## src/hdl/mds_pkg.sv

```systemverilog
// Morse symbol decoder: shared types, constants and the code table lookup.
// Used by every module of the decoder; depends on nothing.
`default_nettype none

package mds_pkg;

    // Longest code that is stored; longer groups read as unknown
    localparam int MAX_CODE_LEN = 8;
    localparam int CODE_W       = MAX_CODE_LEN;
    localparam int LEN_W        = $clog2(MAX_CODE_LEN + 2);
    localparam int TBL_LEN_W    = 4;
    localparam int TBL_BITS_W   = 8;
    localparam int LCMP_W       = (LEN_W > TBL_LEN_W) ? LEN_W : TBL_LEN_W;
    localparam int BCMP_W       = (CODE_W > TBL_BITS_W) ? CODE_W : TBL_BITS_W;
    localparam int CHAR_W       = 7;

    // Symbol codes
    localparam logic [1:0] SYM_DIT = 2'd0;
    localparam logic [1:0] SYM_DAH = 2'd1;
    localparam logic [1:0] SYM_GAP = 2'd2;

    // Characters the block produces on its own
    localparam logic [CHAR_W-1:0] CHAR_SPACE   = 7'h20;
    localparam logic [CHAR_W-1:0] CHAR_E       = 7'h45;
    localparam logic [CHAR_W-1:0] CHAR_R       = 7'h52;
    localparam logic [CHAR_W-1:0] ERR_MARK     = 7'h00;
    localparam logic [CHAR_W-1:0] UNKNOWN_INIT = 7'h3F;

    // Results of the error group: E, R, R
    localparam int ERR_COUNT = 3;
    localparam int SEQ_W     = $clog2(ERR_COUNT);

    // Queue between front and back
    localparam int QDEPTH  = 2;
    localparam int QPTR_W  = $clog2(QDEPTH);
    localparam int QCNT_W  = $clog2(QDEPTH + 1);

    typedef struct packed {
        logic [CHAR_W-1:0]     ch;
        logic [TBL_LEN_W-1:0]  len;
        logic [TBL_BITS_W-1:0] bits;
    } entry_t;

    // One queued job: a single character, or the three-character error group
    typedef struct packed {
        logic              err3;
        logic [CHAR_W-1:0] ch;
    } job_t;

    typedef struct packed {
        logic              hit;
        logic              err3;
        logic [CHAR_W-1:0] ch;
    } lookup_t;

    localparam int TABLE_N = 53;

    // Elements first-sent in the most significant position, 0 dit, 1 dah
    localparam entry_t MORSE_TABLE [TABLE_N] = '{
        '{7'h21, 4'd6, 8'h2B}, '{7'h24, 4'd7, 8'h09}, '{7'h22, 4'd6, 8'h12},
        '{7'h27, 4'd6, 8'h1E}, '{7'h28, 4'd5, 8'h16}, '{7'h29, 4'd6, 8'h2D},
        '{7'h2C, 4'd6, 8'h33}, '{7'h2D, 4'd6, 8'h21}, '{7'h2E, 4'd6, 8'h15},
        '{7'h2F, 4'd5, 8'h12}, '{7'h30, 4'd5, 8'h1F}, '{7'h31, 4'd5, 8'h0F},
        '{7'h32, 4'd5, 8'h07}, '{7'h33, 4'd5, 8'h03}, '{7'h34, 4'd5, 8'h01},
        '{7'h35, 4'd5, 8'h00}, '{7'h36, 4'd5, 8'h10}, '{7'h37, 4'd5, 8'h18},
        '{7'h38, 4'd5, 8'h1C}, '{7'h39, 4'd5, 8'h1E}, '{7'h3A, 4'd6, 8'h38},
        '{7'h3B, 4'd6, 8'h2A}, '{7'h3D, 4'd5, 8'h11}, '{7'h3F, 4'd6, 8'h0C},
        '{7'h40, 4'd6, 8'h1A}, '{7'h41, 4'd2, 8'h01}, '{7'h42, 4'd4, 8'h08},
        '{7'h43, 4'd4, 8'h0A}, '{7'h44, 4'd3, 8'h04}, '{7'h45, 4'd1, 8'h00},
        '{7'h46, 4'd4, 8'h02}, '{7'h47, 4'd3, 8'h06}, '{7'h48, 4'd4, 8'h00},
        '{7'h49, 4'd2, 8'h00}, '{7'h4A, 4'd4, 8'h07}, '{7'h4B, 4'd3, 8'h05},
        '{7'h4C, 4'd4, 8'h04}, '{7'h4D, 4'd2, 8'h03}, '{7'h4E, 4'd2, 8'h02},
        '{7'h4F, 4'd3, 8'h07}, '{7'h50, 4'd4, 8'h06}, '{7'h51, 4'd4, 8'h0D},
        '{7'h52, 4'd3, 8'h02}, '{7'h53, 4'd3, 8'h00}, '{7'h54, 4'd1, 8'h01},
        '{7'h55, 4'd3, 8'h01}, '{7'h56, 4'd4, 8'h01}, '{7'h57, 4'd3, 8'h03},
        '{7'h58, 4'd4, 8'h09}, '{7'h59, 4'd4, 8'h0B}, '{7'h5A, 4'd4, 8'h0C},
        '{7'h5F, 4'd6, 8'h0D}, '{ERR_MARK, 4'd8, 8'h00}
    };

    // Match a code group against every table entry in parallel
    function automatic lookup_t mds_lookup(input logic [LEN_W-1:0]  len,
                                           input logic [CODE_W-1:0] bits);
        lookup_t r;
        r.hit  = 1'b0;
        r.err3 = 1'b0;
        r.ch   = '0;
        for (int i = 0; i < TABLE_N; i++)
        begin
            if ((len <= LEN_W'(MAX_CODE_LEN)) &&
                (LCMP_W'(MORSE_TABLE[i].len) == LCMP_W'(len)) &&
                (BCMP_W'(MORSE_TABLE[i].bits) == BCMP_W'(bits)))
            begin
                r.hit  = 1'b1;
                r.err3 = (MORSE_TABLE[i].ch == ERR_MARK);
                r.ch   = MORSE_TABLE[i].ch;
            end
        end
        return r;
    endfunction

endpackage

`default_nettype wire

```

## src/hdl/mds_sym_if.sv

```systemverilog
// Symbol channel of the Morse decoder: valid/ready plus symbol payload.
// Depends on nothing.
`default_nettype none

interface mds_sym_if;
    logic       valid;
    logic       ready;
    logic [1:0] symbol;
    logic       end_of_message;

    modport source (output valid, output symbol, output end_of_message, input ready);
    modport sink   (input valid, input symbol, input end_of_message, output ready);
endinterface

`default_nettype wire

```

## src/hdl/mds_char_if.sv

```systemverilog
// Character channel of the Morse decoder: valid/ready plus character payload.
// Depends on nothing.
`default_nettype none

interface mds_char_if;
    logic       valid;
    logic       ready;
    logic [6:0] char_code;
    logic       last;

    modport source (output valid, output char_code, output last, input ready);
    modport sink   (input valid, input char_code, input last, output ready);
endinterface

`default_nettype wire

```

## src/hdl/mds_front.sv

```systemverilog
// Front of the Morse decoder: accepts symbols, keeps the code group state,
// looks groups up and pushes jobs. Depends on mds_pkg and mds_sym_if.
`default_nettype none

module mds_front (
    input  wire logic          clk,
    input  wire logic          rst_n,
    mds_sym_if.sink            sym_in,
    input  wire logic          cfg_we,
    input  wire logic [6:0]    cfg_wdata,
    input  wire logic          q_full,
    output logic               push,
    output mds_pkg::job_t      push_job
);

    logic [mds_pkg::CODE_W-1:0]  bits_reg,  bits_next;
    logic [mds_pkg::LEN_W-1:0]   len_reg,   len_next;
    logic                        pws_reg,   pws_next;
    logic [mds_pkg::CHAR_W-1:0]  unknown_reg;

    logic                        accept;
    logic                        is_elem;
    logic                        is_gap;
    logic [mds_pkg::CODE_W-1:0]  bits_s;
    logic [mds_pkg::LEN_W-1:0]   len_s;
    logic                        flush;
    logic                        space;
    mds_pkg::lookup_t            hit;

    assign sym_in.ready = !q_full;
    assign accept       = sym_in.valid && sym_in.ready;
    assign is_elem      = sym_in.symbol inside {mds_pkg::SYM_DIT, mds_pkg::SYM_DAH};
    assign is_gap       = (sym_in.symbol == mds_pkg::SYM_GAP);

    // Shift a dit or dah into the group, saturate the length past the limit
    always_comb
    begin
        bits_s = bits_reg;
        len_s  = len_reg;
        if (is_elem)
        begin
            if (len_reg < mds_pkg::LEN_W'(mds_pkg::MAX_CODE_LEN))
            begin
                bits_s = {bits_reg[mds_pkg::CODE_W-2:0], sym_in.symbol[0]};
                len_s  = len_reg + 1'b1;
            end
            else
            begin
                len_s = mds_pkg::LEN_W'(mds_pkg::MAX_CODE_LEN + 1);
            end
        end
    end

    // Classify: flush a pending group on gap or end of message, else maybe a space
    assign flush = (is_gap && (len_reg != '0)) ||
                   (sym_in.end_of_message && (len_s != '0));
    assign space = is_gap && (len_reg == '0) && !pws_reg;
    assign hit   = mds_pkg::mds_lookup(len_s, bits_s);

    always_comb
    begin
        push          = accept && (flush || space);
        push_job.err3 = 1'b0;
        push_job.ch   = mds_pkg::CHAR_SPACE;
        if (flush)
        begin
            push_job.err3 = hit.hit && hit.err3;
            push_job.ch   = hit.hit ? hit.ch : unknown_reg;
        end
    end

    // Next group state
    always_comb
    begin
        bits_next = bits_s;
        len_next  = len_s;
        pws_next  = pws_reg;
        if (flush || sym_in.end_of_message)
        begin
            bits_next = '0;
            len_next  = '0;
            pws_next  = 1'b0;
        end
        else if (space)
        begin
            pws_next = 1'b1;
        end
    end

    always_ff @(posedge clk or negedge rst_n)
    begin
        if (!rst_n)
        begin
            bits_reg    <= '0;
            len_reg     <= '0;
            pws_reg     <= 1'b0;
            unknown_reg <= mds_pkg::UNKNOWN_INIT;
        end
        else
        begin
            if (accept)
            begin
                bits_reg <= bits_next;
                len_reg  <= len_next;
                pws_reg  <= pws_next;
            end
            if (cfg_we)
            begin
                unknown_reg <= cfg_wdata;
            end
        end
    end

endmodule

`default_nettype wire

```

## src/hdl/mds_queue.sv

```systemverilog
// Short job queue between front and back of the Morse decoder.
// Depends on mds_pkg.
`default_nettype none

module mds_queue (
    input  wire logic          clk,
    input  wire logic          rst_n,
    input  wire logic          push,
    input  wire mds_pkg::job_t push_job,
    output logic               full,
    input  wire logic          pop,
    output logic               q_valid,
    output mds_pkg::job_t      q_job
);

    mds_pkg::job_t               slot_reg [mds_pkg::QDEPTH];
    logic [mds_pkg::QPTR_W-1:0]  wr_reg, wr_next;
    logic [mds_pkg::QPTR_W-1:0]  rd_reg, rd_next;
    logic [mds_pkg::QCNT_W-1:0]  cnt_reg, cnt_next;
    logic                        do_pop;

    assign full    = (cnt_reg == mds_pkg::QCNT_W'(mds_pkg::QDEPTH));
    assign q_valid = (cnt_reg != '0);
    assign q_job   = slot_reg[rd_reg];
    assign do_pop  = pop && q_valid;

    // Advance pointers with wrap, track fill level
    always_comb
    begin
        wr_next  = wr_reg;
        rd_next  = rd_reg;
        cnt_next = cnt_reg;
        if (push)
        begin
            wr_next = (wr_reg == mds_pkg::QPTR_W'(mds_pkg::QDEPTH - 1)) ? '0 : wr_reg + 1'b1;
        end
        if (do_pop)
        begin
            rd_next = (rd_reg == mds_pkg::QPTR_W'(mds_pkg::QDEPTH - 1)) ? '0 : rd_reg + 1'b1;
        end
        if (push && !do_pop)
        begin
            cnt_next = cnt_reg + 1'b1;
        end
        else if (do_pop && !push)
        begin
            cnt_next = cnt_reg - 1'b1;
        end
    end

    always_ff @(posedge clk or negedge rst_n)
    begin
        if (!rst_n)
        begin
            wr_reg  <= '0;
            rd_reg  <= '0;
            cnt_reg <= '0;
        end
        else
        begin
            wr_reg  <= wr_next;
            rd_reg  <= rd_next;
            cnt_reg <= cnt_next;
        end
    end

    // Store payload; no reset needed
    always_ff @(posedge clk)
    begin
        if (push)
        begin
            slot_reg[wr_reg] <= push_job;
        end
    end

endmodule

`default_nettype wire

```

## src/hdl/mds_back.sv

```systemverilog
// Back of the Morse decoder: expands queued jobs into characters and holds
// them in the output register. Depends on mds_pkg and mds_char_if.
`default_nettype none

module mds_back (
    input  wire logic          clk,
    input  wire logic          rst_n,
    input  wire logic          q_valid,
    input  wire mds_pkg::job_t q_job,
    output logic               pop,
    mds_char_if.source         char_out
);

    logic                        ovalid_reg, ovalid_next;
    logic [mds_pkg::CHAR_W-1:0]  ochar_reg,  ochar_next;
    logic                        olast_reg,  olast_next;
    logic [mds_pkg::SEQ_W-1:0]   seq_reg,    seq_next;
    logic                        load;
    logic                        seq_end;

    assign char_out.valid     = ovalid_reg;
    assign char_out.char_code = ochar_reg;
    assign char_out.last      = olast_reg;

    // Output register frees up when empty or when its transfer completes
    assign load    = !ovalid_reg || char_out.ready;
    assign seq_end = (seq_reg == mds_pkg::SEQ_W'(mds_pkg::ERR_COUNT - 1));

    always_comb
    begin
        ovalid_next = ovalid_reg;
        ochar_next  = ochar_reg;
        olast_next  = olast_reg;
        seq_next    = seq_reg;
        pop         = 1'b0;
        if (load)
        begin
            ovalid_next = q_valid;
            if (q_valid)
            begin
                if (q_job.err3)
                begin
                    // Step through E, R, R; drop the job after the last one
                    ochar_next = (seq_reg == '0) ? mds_pkg::CHAR_E : mds_pkg::CHAR_R;
                    olast_next = seq_end;
                    pop        = seq_end;
                    seq_next   = seq_end ? '0 : seq_reg + 1'b1;
                end
                else
                begin
                    ochar_next = q_job.ch;
                    olast_next = 1'b1;
                    pop        = 1'b1;
                end
            end
        end
    end

    always_ff @(posedge clk or negedge rst_n)
    begin
        if (!rst_n)
        begin
            ovalid_reg <= 1'b0;
            seq_reg    <= '0;
        end
        else
        begin
            ovalid_reg <= ovalid_next;
            seq_reg    <= seq_next;
        end
    end

    always_ff @(posedge clk)
    begin
        ochar_reg <= ochar_next;
        olast_reg <= olast_next;
    end

endmodule

`default_nettype wire

```

## src/hdl/morse_symbol_decoder.sv

```systemverilog
// Top level of the Morse symbol decoder: front, job queue and back.
// Depends on mds_pkg, mds_sym_if, mds_char_if, mds_front, mds_queue, mds_back.
//
//   channel    dir   payload                       transfer when
//   sym_in     in    symbol[1:0], end_of_message   valid && ready
//   char_out   out   char_code[6:0], last          valid && ready
//   cfg        in    cfg_wdata[6:0]                cfg_we
//
// A symbol is taken every cycle while the two-entry job queue has room.
// After its symbol is taken, each character passes through the job queue and then
// the output register; the back gives out the error group E, R, R one character at a time.
// Reset clears the code group, the queue and the output register, and sets
// the unknown character to '?'. A stall on char_out holds the output register
// and backs up into the queue, then into sym_in.ready.
`default_nettype none

module morse_symbol_decoder (
    input  wire logic       clk,
    input  wire logic       rst_n,
    mds_sym_if.sink         sym_in,
    mds_char_if.source      char_out,
    input  wire logic       cfg_we,
    input  wire logic [6:0] cfg_wdata
);

    logic           push;
    mds_pkg::job_t  push_job;
    logic           q_full;
    logic           pop;
    logic           q_valid;
    mds_pkg::job_t  q_job;

    mds_front u_front (
        .clk       (clk),
        .rst_n     (rst_n),
        .sym_in    (sym_in),
        .cfg_we    (cfg_we),
        .cfg_wdata (cfg_wdata),
        .q_full    (q_full),
        .push      (push),
        .push_job  (push_job)
    );

    mds_queue u_queue (
        .clk      (clk),
        .rst_n    (rst_n),
        .push     (push),
        .push_job (push_job),
        .full     (q_full),
        .pop      (pop),
        .q_valid  (q_valid),
        .q_job    (q_job)
    );

    mds_back u_back (
        .clk      (clk),
        .rst_n    (rst_n),
        .q_valid  (q_valid),
        .q_job    (q_job),
        .pop      (pop),
        .char_out (char_out)
    );

endmodule

`default_nettype wire

```

## src/flat_wrapper.sv

```systemverilog
// flat-port wrapper written by rule: the top's interface ports become plain ports
module morse_symbol_decoder_flat 
  (clk, rst_n, cfg_we, cfg_wdata, sym_in_valid, sym_in_symbol, sym_in_end_of_message, sym_in_ready, char_out_valid, char_out_char_code, char_out_last, char_out_ready);
  mds_sym_if sym_in_i ();
  mds_char_if char_out_i ();
  input  wire logic clk;
  input  wire logic rst_n;
  input  wire logic cfg_we;
  input  wire logic [6:0] cfg_wdata;
  input wire logic [$bits(sym_in_i.valid)-1:0] sym_in_valid;
  input wire logic [$bits(sym_in_i.symbol)-1:0] sym_in_symbol;
  input wire logic [$bits(sym_in_i.end_of_message)-1:0] sym_in_end_of_message;
  output wire logic [$bits(sym_in_i.ready)-1:0] sym_in_ready;
  output wire logic [$bits(char_out_i.valid)-1:0] char_out_valid;
  output wire logic [$bits(char_out_i.char_code)-1:0] char_out_char_code;
  output wire logic [$bits(char_out_i.last)-1:0] char_out_last;
  input wire logic [$bits(char_out_i.ready)-1:0] char_out_ready;
  assign sym_in_i.valid = sym_in_valid;
  assign sym_in_i.symbol = sym_in_symbol;
  assign sym_in_i.end_of_message = sym_in_end_of_message;
  assign sym_in_ready = sym_in_i.ready;
  assign char_out_valid = char_out_i.valid;
  assign char_out_char_code = char_out_i.char_code;
  assign char_out_last = char_out_i.last;
  assign char_out_i.ready = char_out_ready;
  morse_symbol_decoder u_core (.clk(clk), .rst_n(rst_n), .sym_in(sym_in_i), .char_out(char_out_i), .cfg_we(cfg_we), .cfg_wdata(cfg_wdata));
endmodule
```

## config.mk

```make
export PLATFORM = sky130hd
export DESIGN_NAME = morse_symbol_decoder_flat
export DESIGN_NICKNAME = d
export VERILOG_FILES = /design/src/hdl/mds_pkg.sv /design/src/hdl/mds_sym_if.sv /design/src/hdl/mds_char_if.sv /design/src/hdl/mds_front.sv /design/src/hdl/mds_queue.sv /design/src/hdl/mds_back.sv /design/src/hdl/morse_symbol_decoder.sv /design/src/flat_wrapper.sv
export SDC_FILE = /design/constraint.sdc
export NUM_CORES = 1
export LEC_CHECK = 0
export BUFFER_PORTS_ARGS = -buffer_cell sky130_fd_sc_hd__buf_2
export CELL_PAD_IN_SITES_DETAIL_PLACEMENT = 0
export CELL_PAD_IN_SITES_GLOBAL_PLACEMENT = 2
export CORE_MARGIN = 5
export CORE_UTILIZATION = 39
export DETAILED_ROUTE_END_ITERATION = 12
export PLACE_DENSITY_LB_ADDON = 0.1
export SLEW_MARGIN = 25
export SYNTH_ARGS = -nofsm -noshare
export SYNTH_HDL_FRONTEND = slang
export SYNTH_SLANG_ARGS = --single-unit
export TNS_END_PERCENT = 30
```

## constraint.sdc

```tcl
create_clock -name clk -period 3.22 [get_ports clk]
set_clock_uncertainty 0.05 [all_clocks]
set_input_delay 0.161 -clock clk [delete_from_list [all_inputs] [get_ports clk]]
set_output_delay 0.161 -clock clk [all_outputs]
set_load 0.02 [all_outputs]
```

==> impl_metrics.yaml, run 1 <==
sta:
  setup_violations: 0
  finalHoldViolCount: 0
  worst_slew_pin_slew_ns: 0.6741
  min_period_ns: 3.033
  hold_ws_ns: 0.02582
  grt_setup_unrepaired: "false"
  period_share_pct: 94.20
  slew-limit-headroom_pct: 55.06
  fin_ws_ns: 0.1868
  max_freq_ghz: 0.3297
  slew_violations: 0
  setup_tns_ns: 0
route:
  wl_met2_mm: 5.549
  wl_mm: 12.59
  top_layer_used: "met4"
  wl_met1_mm: 6.046
  vias: 3810
  initialDrtViolationCount: 364
  via_per_inst: 6.038
  wl_per_cell_um: 19.94
  drtAntennaViolNets: 0
  drc: 0
  met3_length_um: 681
  first_pass_iters: 5
synthesis:
  ys_types: 87
  synth_largest_area_cell: "edfxtp_1"
  synthDominantCellAreaShare_pct: 17.47
  syn_nets: 478
  syn_area_sq_um: 4125
  ys_dominant_reg_cell: "edfxtp_1"
  ys_seq_area_share_pct: 34.03
  ys_ff_latch: 51
  synth_edf_count: 24
  syn_inst: 460
  synthTopCellsByArea: "edfxtp_1, dfrtp_1, nand2_1"
  syn-mean-instance-area_sq_um: 8.968
  synth-async-reset-ratio_pct: 52.94
  ys_warn_count: 0
run:
  drv_cap: 0
floorplan:
  pin_count: 25
  initial_core_util_pct: 39.96
  die_y_um: 112.8
  core-area_sq_um: 10320
  dieArea_sq_um: 12730
  die_w_um: 112.8
  row_count: 37
worst_setup_path:
  reg2reg_slack_ns: 0.19
  crit_slowest_cell: "dfrtp_1"
  crit_family: "simple AND/OR/NAND/NOR gates"
  cp_max_fo: 10
  critical_path_buf_inv_count: 2
  r2r_end: "u_core.u_queue.slot_reg[0][1]$_DFFE_PP_"
  crit_path_end_kind: "register"
  required_ns: 3.33
  regToRegStartpoint: "u_core.u_front.len_reg[3]$_DFFE_PN0P_"
  start_kind: "register"
  arrival_ns: 3.14
  crit_path_cell_trace: "or2_1, buf_12, o211ai_4, nand3b_2, o32ai_1, buf_4, a2111oi_4, nand3_2, nor4_4, a22o_1"
  slowest_delay_ns: 0.42
  crit_type: "register to register"
  worstRegToRegCells: 10
power:
  total_power_mw: 3.316
  ir_drop_uv: 294.6
  cellLeakagePower_nw: 1.812
  power.density_nw_per_um2: 712.8
place:
  port_buffers: 24
  dp.cells: 617
  gp_congestion: 0.9615
  pre_cts_ws_ns: 0.1450
  dp_hpwl_mm: 9.529
  placed_area_sq_um: 4466
layout:
  final_cell_area_sq_um: 4652
  layout-drive-gt1-share_pct: 24.04
  fillers: 1008
  area_growth_pct: 12.77
  final_nets: 512
  fin_cells: 631
  final_util_pct: 45.06
  diodes: 0
  largest_reg_flops: 16
global_route:
  grt_pass1_wl_mm: 20.73
  grt_max_degree: 37
  grt.total_usage_pct: 20.09
  antenna_found_initial: 0
  overflow: 0
  grt_pass1_vias: 3742
clocking:
  clk_latency_ns: 0.29
  cts_buffers: 5
  cts_root_buffer: "clkbuf_8"
  clk_pin_slew_ns: 0.10
  clockBufferDepth: 2
  htreeDepth: 2
  cts_tree: "yes"
  clock_sinks: 51
min_path:
  min_path_cells: 2
  hp-class: "primary input to register"
  holdPathEnd: "u_core.u_front.pws_reg$_DFFE_PN0P_"
  min_from: "sym_in_end_of_message"
outcome:
  outcome: "complete, no violations"
[cells in the mapped netlist (5+ instances only)]
cell type  count
buf_2         11
o22ai_1        5
nor3_1        25
buf_6          9
nor2b_1       10
nand4_1        6
dfstp_2        6
nand2_1       44
edfxtp_1      24
nand2b_1       5
dfrtp_1       21
mux2i_1       11
nand3_1       15
nor2_1        39
inv_1         13
clkbuf_1      10
a31oi_1        6
or3b_1         5
and2_1         6
a22o_1        10
a21oi_1       28
o2bb2ai_1      6
nor4_1         8
o32ai_1        7
mux2_2         9
o21ai_0       15
[power breakdown]
group          internal [mW]  switching [mW]  total (mW)  leakage (nW)
combinational          0.692            1.07        1.76          1.19
clock                  0.252           0.213       0.465        0.0612
sequential             0.944           0.144        1.09         0.556
[metal layers]
metal  vias to the layer above  global-route usage (%)
met5                         -                       0
met3                        24                   3.422
met4                         0                   5.449
li1                       1806                       -
met2                       128                   30.17
met1                      1852                   29.74
[cell usage in the layout (no fill, tap or decap), types with 7 or more instances in the layout]
| cell | n |
|---|---|
| nand2_1 | 42 |
| o21ai_0 | 15 |
| nor3_1 | 25 |
| nor4_1 | 8 |
| mux2i_1 | 11 |
| edfxtp_1 | 24 |
| buf_2 | 24 |
| nand3_1 | 14 |
| o32ai_1 | 7 |
| buf_4 | 30 |
| a21oi_1 | 28 |
| inv_1 | 13 |
| dfrtp_1 | 20 |
| nor2b_1 | 9 |
| a22o_1 | 10 |
| mux2_2 | 9 |
| nor2_1 | 39 |
[timing repair]
item | 4_1_cts | 5_1_grt
hold buffers | 3 | 0
endpoints found under the hold margin | 23 | 0
resized for setup | 0 | 6
buffers inserted | 0 | 3
setup endpoints to repair | 0 | 14
[final cells by class]
type,count,area (sq um),share of cell area [%]
multi-input cells,363,2475,53.20
flip-flops and latches,51,1405,30.20
repair buffers,60,435.4,9.360
well taps,136,170.2,3.658
clock buffers,6,82.58,1.775
inverters,13,48.80,1.049
clock inverters,2,35.03,0.7531
[how the worst max path moves through the flow]
stage | endpoint | cells after the start | start | slack (ns)
after detailed placement | u_core.u_queue.slot_reg[0][1]$_DFFE_PP_ | 10 | u_core.u_front.len_reg[1]$_DFFE_PN0P_ | 0.15
after CTS | u_core.u_queue.slot_reg[0][1]$_DFFE_PP_ | 10 | u_core.u_front.len_reg[1]$_DFFE_PN0P_ | 0.10
final | u_core.u_queue.slot_reg[0][1]$_DFFE_PP_ | 10 | u_core.u_front.len_reg[3]$_DFFE_PN0P_ | 0.19
after global routing | u_core.u_queue.slot_reg[0][1]$_DFFE_PP_ | 11 | u_core.u_front.len_reg[0]$_DFFE_PN0P_ | 0.008
after global placement | u_core.u_queue.slot_reg[1][2]$_DFFE_PP_ | 9 | u_core.u_front.len_reg[1]$_DFFE_PN0P_ | 0.14
after floorplan | u_core.u_queue.slot_reg[0][1]$_DFFE_PP_ | 12 | u_core.u_front.len_reg[0]$_DFFE_PN0P_ | 0.33
[kinds of logic after synthesis]
| kind of cell | after synthesis | share of synthesized area [%] |
|---|---|---|
| buffers and inverters | 46 | 6.339 |
| flip-flops | 51 | 34.03 |
| multiplexers | 20 | 5.126 |
| adder cells (fa/ha/maj) | 3 | 0.9100 |
| AO/OA/AOI/OAI | 135 | 25.51 |
| AND/OR/NAND/NOR | 198 | 26.60 |
| XOR/XNOR | 7 | 1.486 |
Power figures use the tool's default switching activity.
==> inputs of run 2 (changes only) <==
--- a/config.mk
+++ b/config.mk
@@ -5,11 +5,12 @@
 export SDC_FILE = /design/constraint.sdc
 export NUM_CORES = 1
 export LEC_CHECK = 0
+export ABC_AREA = 1
 export BUFFER_PORTS_ARGS = -buffer_cell sky130_fd_sc_hd__buf_2
 export CELL_PAD_IN_SITES_DETAIL_PLACEMENT = 0
 export CELL_PAD_IN_SITES_GLOBAL_PLACEMENT = 2
 export CORE_MARGIN = 5
-export CORE_UTILIZATION = 39
+export CORE_UTILIZATION = 36
 export DETAILED_ROUTE_END_ITERATION = 12
 export PLACE_DENSITY_LB_ADDON = 0.1
 export SLEW_MARGIN = 25
==> run 2 against run 1 <==
Net effect:
- combinational power shrank 20%
- routed wire length is 29% lower
- fmax up 0.48%
- global-route usage shrank 4.3 points
- register-to-register slack hardly changed
- sequential cell count unchanged
- sequential share of layout area increased by 4.7 points
- utilization fell by 1.7 points
==> impl_metrics.yaml, run 2 <==
floorplan:
  die_w_um: 107.9
  dieArea_sq_um: 11640
  initial_core_util_pct: 37.17
  core-area_sq_um: 9284
  die_y_um: 107.9
  pin_count: 25
  row_count: 35
power:
  power.density_nw_per_um2: 717.5
  switchingPower_mw: 1.242
  ir_drop_uv: 232.5
  cellLeakagePower_nw: 1.847
  clockPowerShare_pct: 15.4
  combPwrFrac_pct: 48.8
  p_sw_share_pct: 42.96
  power_frac_seq_pct: 35.9
  p_int_mw: 1.649
synthesis:
  syn_nets: 455
  ys_types: 42
  synth_edf_count: 24
  ys_warn_count: 0
  syn_inst: 437
  synth.area.mux_share_pct: 3.445
  synth-adder-area-share_pct: 1.088
  ys_ff_latch: 51
  yosysMostFrequentCell: "nand2_1"
  yosys.area_share.simple_pct: 35.32
  syn-mean-instance-area_sq_um: 7.897
  synth_common_cells: "nand2_1, inv_1, nor2_1"
  synthTopCellsByArea: "edfxtp_1, dfrtp_1, nand2_1"
  synth-xor-area-share_pct: 0.7614
  synth_top_family_by_area: "simple AND/OR/NAND/NOR gates"
  ys_seq_area_share_pct: 40.68
  synthDominantCellAreaShare_pct: 20.88
  synth-async-reset-ratio_pct: 52.94
  synth_compound_area_share_pct: 9.645
  ys_dominant_reg_cell: "edfxtp_1"
  syn_area_sq_um: 3451
  synth_largest_area_cell: "edfxtp_1"
layout:
  final_cell_area_sq_um: 4029
  final_cell_mix: "nand2_1, inv_1, nor2_1"
  diodes: 0
  final_nets: 502
  final_common_cell: "nand2_1"
  layout-drive-gt1-share_pct: 28.66
  final_util_pct: 43.40
  area_growth_pct: 16.75
  largest_reg_flops: 16
  fillers: 968
route:
  via_per_inst: 4.967
  drtAntennaViolNets: 0
  drc: 0
  first_pass_iters: 4
  initialDrtViolationCount: 209
  vias: 3050
  wl_per_cell_um: 14.50
  wl_mm: 8.903
clocking:
  cts_tree: "yes"
  clock_sinks: 51
  cts_buffers: 5
  clk_latency_ns: 0.30
  clk_pin_slew_ns: 0.09
  cts_root_buffer: "clkbuf_8"
  htreeDepth: 2
  clockBufferDepth: 2
global_route:
  antenna_found_initial: 0
  grt.total_usage_pct: 15.84
  grt_max_degree: 28
  grt_pass1_vias: 2958
  grt_pass1_wl_mm: 14.59
  overflow: 0
sta:
  min_period_ns: 3.019
  slew-limit-headroom_pct: 55.72
  worst_slew_pin_slew_ns: 0.6642
  max_freq_ghz: 0.3313
  period_share_pct: 93.75
  setup_violations: 0
  slew_violations: 0
  finalHoldViolCount: 0
worst_setup_path:
  required_ns: 3.23
  crit_type: "register to register"
  arrival_ns: 3.03
  cp_max_fo: 9
  crit_path_end_kind: "register"
  start_kind: "register"
place:
  gp_congestion: 0.9379
  port_buffers: 24
  dp_hpwl_mm: 7.161
  placed_area_sq_um: 3809
outcome:
  outcome: "complete, no violations"
run:
  drv_cap: 0
min_path:
  hp-class: "primary input to register"
==> run 2: changes by cell type in the layout (fill, tap and decap cells not counted), moves of 12 or more <==
cell,change
nor3_1,-19
inv_2,+13
buf_4,-12
nand2_1,+50
nor2_1,+12
a21oi_1,-20
inv_1,+39
==> run 2: worst paths after layout <==
path	start	end	slack [ns]	cells past startpoint
min in group asynchronous	rst_n	u_core.u_back.char_out.valid$_DFFE_PN0N_	0.37	2
max in group asynchronous	rst_n	u_core.u_front.len_reg[0]$_DFFE_PN0P_	2.28	2
hold reg to reg	u_core.u_queue.cnt_reg[0]$_DFFE_PN0P_	u_core.u_queue.cnt_reg[0]$_DFFE_PN0P_	0.45	1
setup / recovery	u_core.u_front.len_reg[3]$_DFFE_PN0P_	u_core.u_queue.slot_reg[1][0]$_DFFE_PP_	0.20	20
setup reg to reg	u_core.u_front.len_reg[3]$_DFFE_PN0P_	u_core.u_queue.slot_reg[1][0]$_DFFE_PP_	0.20	20
hold / removal	cfg_wdata[1]	u_core.u_front.unknown_reg[1]$_DFFE_PN1P_	0.04	2
==> run 2: per-layer routing <==
metal	GRT usage (%)	routed length, um	up-vias
li1	-	-	1531
met1	19.38	3822	1416
met2	28.42	4506	79
met3	2.340	349	24
met4	5.230	225	0
met5	0	0	-
==> run 2: critical path, stage by stage (launching register included) <==
cell,delay [ns]
dfrtp_2,0.46
inv_1,0.15
nand2_4,0.13
nand2_1,0.10
nand2_2,0.08
nor2_2,0.21
inv_2,0.07
nor2_2,0.23
inv_1,0.12
nor2_4,0.19
inv_2,0.07
nor2_1,0.20
a211oi_2,0.07
nand4_1,0.11
nor3_2,0.07
nand2_1,0.11
nor2_4,0.07
nand2_1,0.08
nand4_1,0.09
nand2_1,0.07
inv_1,0.05
==> run 2: cell families after synthesis <==
group	count (synthesis)
buffers and inverters	76
xor gates and xnor gates	3
AOI/OAI and AO/OA	54
and+or+nand+nor	239
DFF	51
muxes	11
adders and majority gates	3
==> run 2: final cells by class <==
cell class	count	area (sq um)	area share [%]
multi-input combinational	310	1752	43.48
sequential	51	1406	34.91
timing repair buffer	47	335.3	8.323
inverter	69	264.0	6.553
tap	129	161.4	4.006
clock buffer	6	72.57	1.801
clock inverter	2	37.54	0.9317
==> run 2: power groups by stage <==
stage | Combinational [mW] | Sequential (mW) | Clock [mW]
after global routing | 1.58 | 1.06 | 0.487
final | 1.41 | 1.04 | 0.445
after global placement | 1.38 | 1.05 | 0
after floorplan | 0.947 | 1.11 | 0
after CTS | 1.39 | 1.04 | 0.459
after detailed placement | 1.38 | 1.05 | 0
==> run 2: what timing repair did <==
action / CTS / global route
setup buffers: 3 / 3
resized for setup: 0 / 8
hold endpoints to repair: 22 / 0
pin swaps: 1 / 2
endpoints found under the setup margin: 2 / 14
hold buffers: 2 / 0
==> run 2: metrics by stage <==
step	power [mW]	setup TNS (ns)	instances	hold slack (ns)	worst slack (ns)
after floorplan	2.056	0	437	-0.1846	0.6049
after global placement	2.435	-0.02186	598	0.1967	-0.01093
after detailed placement	2.437	-0.05075	598	0.1919	-0.02538
after CTS	2.894	0	611	0.03360	0.1327
after global routing	3.121	-0.01987	614	0.02762	-0.007603
final	2.891	0	614	0.03832	0.2014
==> inputs of run 3 (changes only) <==
==> constraint.sdc (replaced) <==
create_clock -name clk -period 3.22 [get_ports clk]
set_clock_uncertainty 0.05 [all_clocks]
set_input_delay 0.644 -clock clk [delete_from_list [all_inputs] [get_ports clk]]
set_output_delay 0.644 -clock clk [all_outputs]
set_load 0.02 [all_outputs]
==> run 3 against run 2 <==
Net effect:
- utilization increased by 5.8 points
- routed wire length is 7.2% higher
- setup slack worse by 0.076 ns
- hold slack improved by 0.28 ns
- die area stayed put
- final area up 13%
- critical path type is now primary input to register
- largest power group unchanged
- highest routed layer unchanged
==> impl_metrics.yaml, run 3 (synthesis results as in run 2) <==
outcome:
  outcome: "complete, no violations"
sta:
  period_share_pct: 96.10
  min_period_ns: 3.095
  grt_setup_unrepaired: "true"
  finalHoldViolCount: 0
  setup_tns_ns: 0
  slew-limit-headroom_pct: 54.89
  slew_violations: 0
  setup_violations: 0
  max_freq_ghz: 0.3232
  fin_ws_ns: 0.1255
  worst_slew_pin_slew_ns: 0.6767
  hold_ws_ns: 0.3202
floorplan:
  die_y_um: 107.9
  die_w_um: 107.9
  row_count: 35
  core-area_sq_um: 9284
  initial_core_util_pct: 37.17
  dieArea_sq_um: 11640
  pin_count: 25
layout:
  final_cell_mix: "nand2_1, buf_4, inv_1, nor2_1, edfxtp_1"
  final_util_pct: 49.25
  area_growth_pct: 32.49
  fin_cells: 667
  layout-drive-gt1-share_pct: 39.96
  final_common_cell: "nand2_1"
  final_nets: 555
  largest_reg_flops: 16
  diodes: 0
  final_cell_area_sq_um: 4572
route:
  via_per_inst: 4.847
  wl_per_cell_um: 14.30
  drc: 0
  wl_mm: 9.541
  drtAntennaViolNets: 0
  vias: 3233
  initialDrtViolationCount: 200
  first_pass_iters: 6
global_route:
  antenna_found_initial: 0
  grt.total_usage_pct: 16.73
  overflow: 0
  grt_pass1_vias: 3110
  grt_pass1_wl_mm: 15.28
  grt_max_degree: 28
place:
  port_buffers: 24
  pre_cts_ws_ns: -0.1255
  dp.cells: 641
  placed_area_sq_um: 4144
  dp_hpwl_mm: 7.528
  gp_congestion: 0.8349
worst_setup_path:
  crit_path_end_kind: "register"
  reg2reg_slack_ns: 0.13
  start_kind: "primary input"
  required_ns: 3.24
  slowest_delay_ns: 0.23
  arrival_ns: 3.11
  crit_type: "primary input to register"
  crit_slowest_cell: "nor2_4"
  critical_path_buf_inv_count: 5
  crit_family: "simple AND/OR/NAND/NOR gates"
  cp_max_fo: 6
  crit_path_cell_trace: "clkbuf_4, nor2_4, buf_6, nand2_4, o21ai_4, inv_2, nand2_2, nor2_4, inv_2, nor2_4, nand2_2, nand4_1, nor2_1, nand4_1, nor2_1, nand4_1, nor2_1, nand4_1, nor2_1, nand4_1, nor2_1, nand4_1, nand2_1, inv_1"
  cpMostUsedCell: "nand4_1"
clocking:
  cts_buffers: 5
  clk_pin_slew_ns: 0.09
  htreeDepth: 2
  cts_root_buffer: "clkbuf_8"
  clk_latency_ns: 0.30
  cts_tree: "yes"
  clockBufferDepth: 2
  clock_sinks: 51
run:
  drv_cap: 0
power:
  power.density_nw_per_um2: 696.3
  cellLeakagePower_nw: 2.143
  ir_drop_uv: 301.4
  total_power_mw: 3.183
min_path:
  hp-class: "primary input to async pin"
-- run 3: path summary, 6_finish.rpt --
path,startpoint,end,depth (start not counted)
worst max-delay path,sym_in_symbol[1],u_core.u_queue.slot_reg[1][0]$_DFFE_PP_,24
min in group clk,u_core.u_queue.cnt_reg[1]$_DFFE_PN0P_,u_core.u_queue.cnt_reg[1]$_DFFE_PN0P_,1
worst min register to register,u_core.u_queue.cnt_reg[1]$_DFFE_PN0P_,u_core.u_queue.cnt_reg[1]$_DFFE_PN0P_,1
max in group asynchronous,rst_n,u_core.u_front.len_reg[0]$_DFFE_PN0P_,1
worst min-delay path,rst_n,u_core.u_back.char_out.valid$_DFFE_PN0N_,1
worst max register to register,u_core.u_front.len_reg[3]$_DFFE_PN0P_,u_core.u_queue.slot_reg[1][0]$_DFFE_PP_,23
-- run 3: what timing repair did --
item	CTS	global route
endpoints found under the hold margin	0	0
endpoints found under the setup margin	0	12
resized for setup	0	49
setup buffers	0	17
hold buffers	0	0
-- run 3: metal layers --
metal / vias to the layer above / global-route usage (%) / share of wire, %
li1: 1650 / - / -
met5: - / 0 / 0
met4: 0 / 3.607 / 1.4
met3: 15 / 1.860 / 3.7
met2: 70 / 30.37 / 51
met1: 1498 / 21.35 / 44
-- run 3: layout make-up --
| cell class | instances | area (sq um) |
|---|---|---|
| fill | 904 | 4712 |
| multi-input combinational | 310 | 1871 |
| sequential | 51 | 1406 |
| timing repair buffer | 100 | 754.5 |
| inverter | 69 | 269.0 |
| tap | 129 | 161.4 |
| clock buffer | 6 | 72.57 |
| clock inverter | 2 | 37.54 |
-- run 3: power by group --
part	leakage [nW]	internal, mW	switching, mW
logic	1.54	0.681	1.02
registers	0.553	0.946	0.0895
clock network	0.0514	0.232	0.217
total	2.14	1.86	1.32
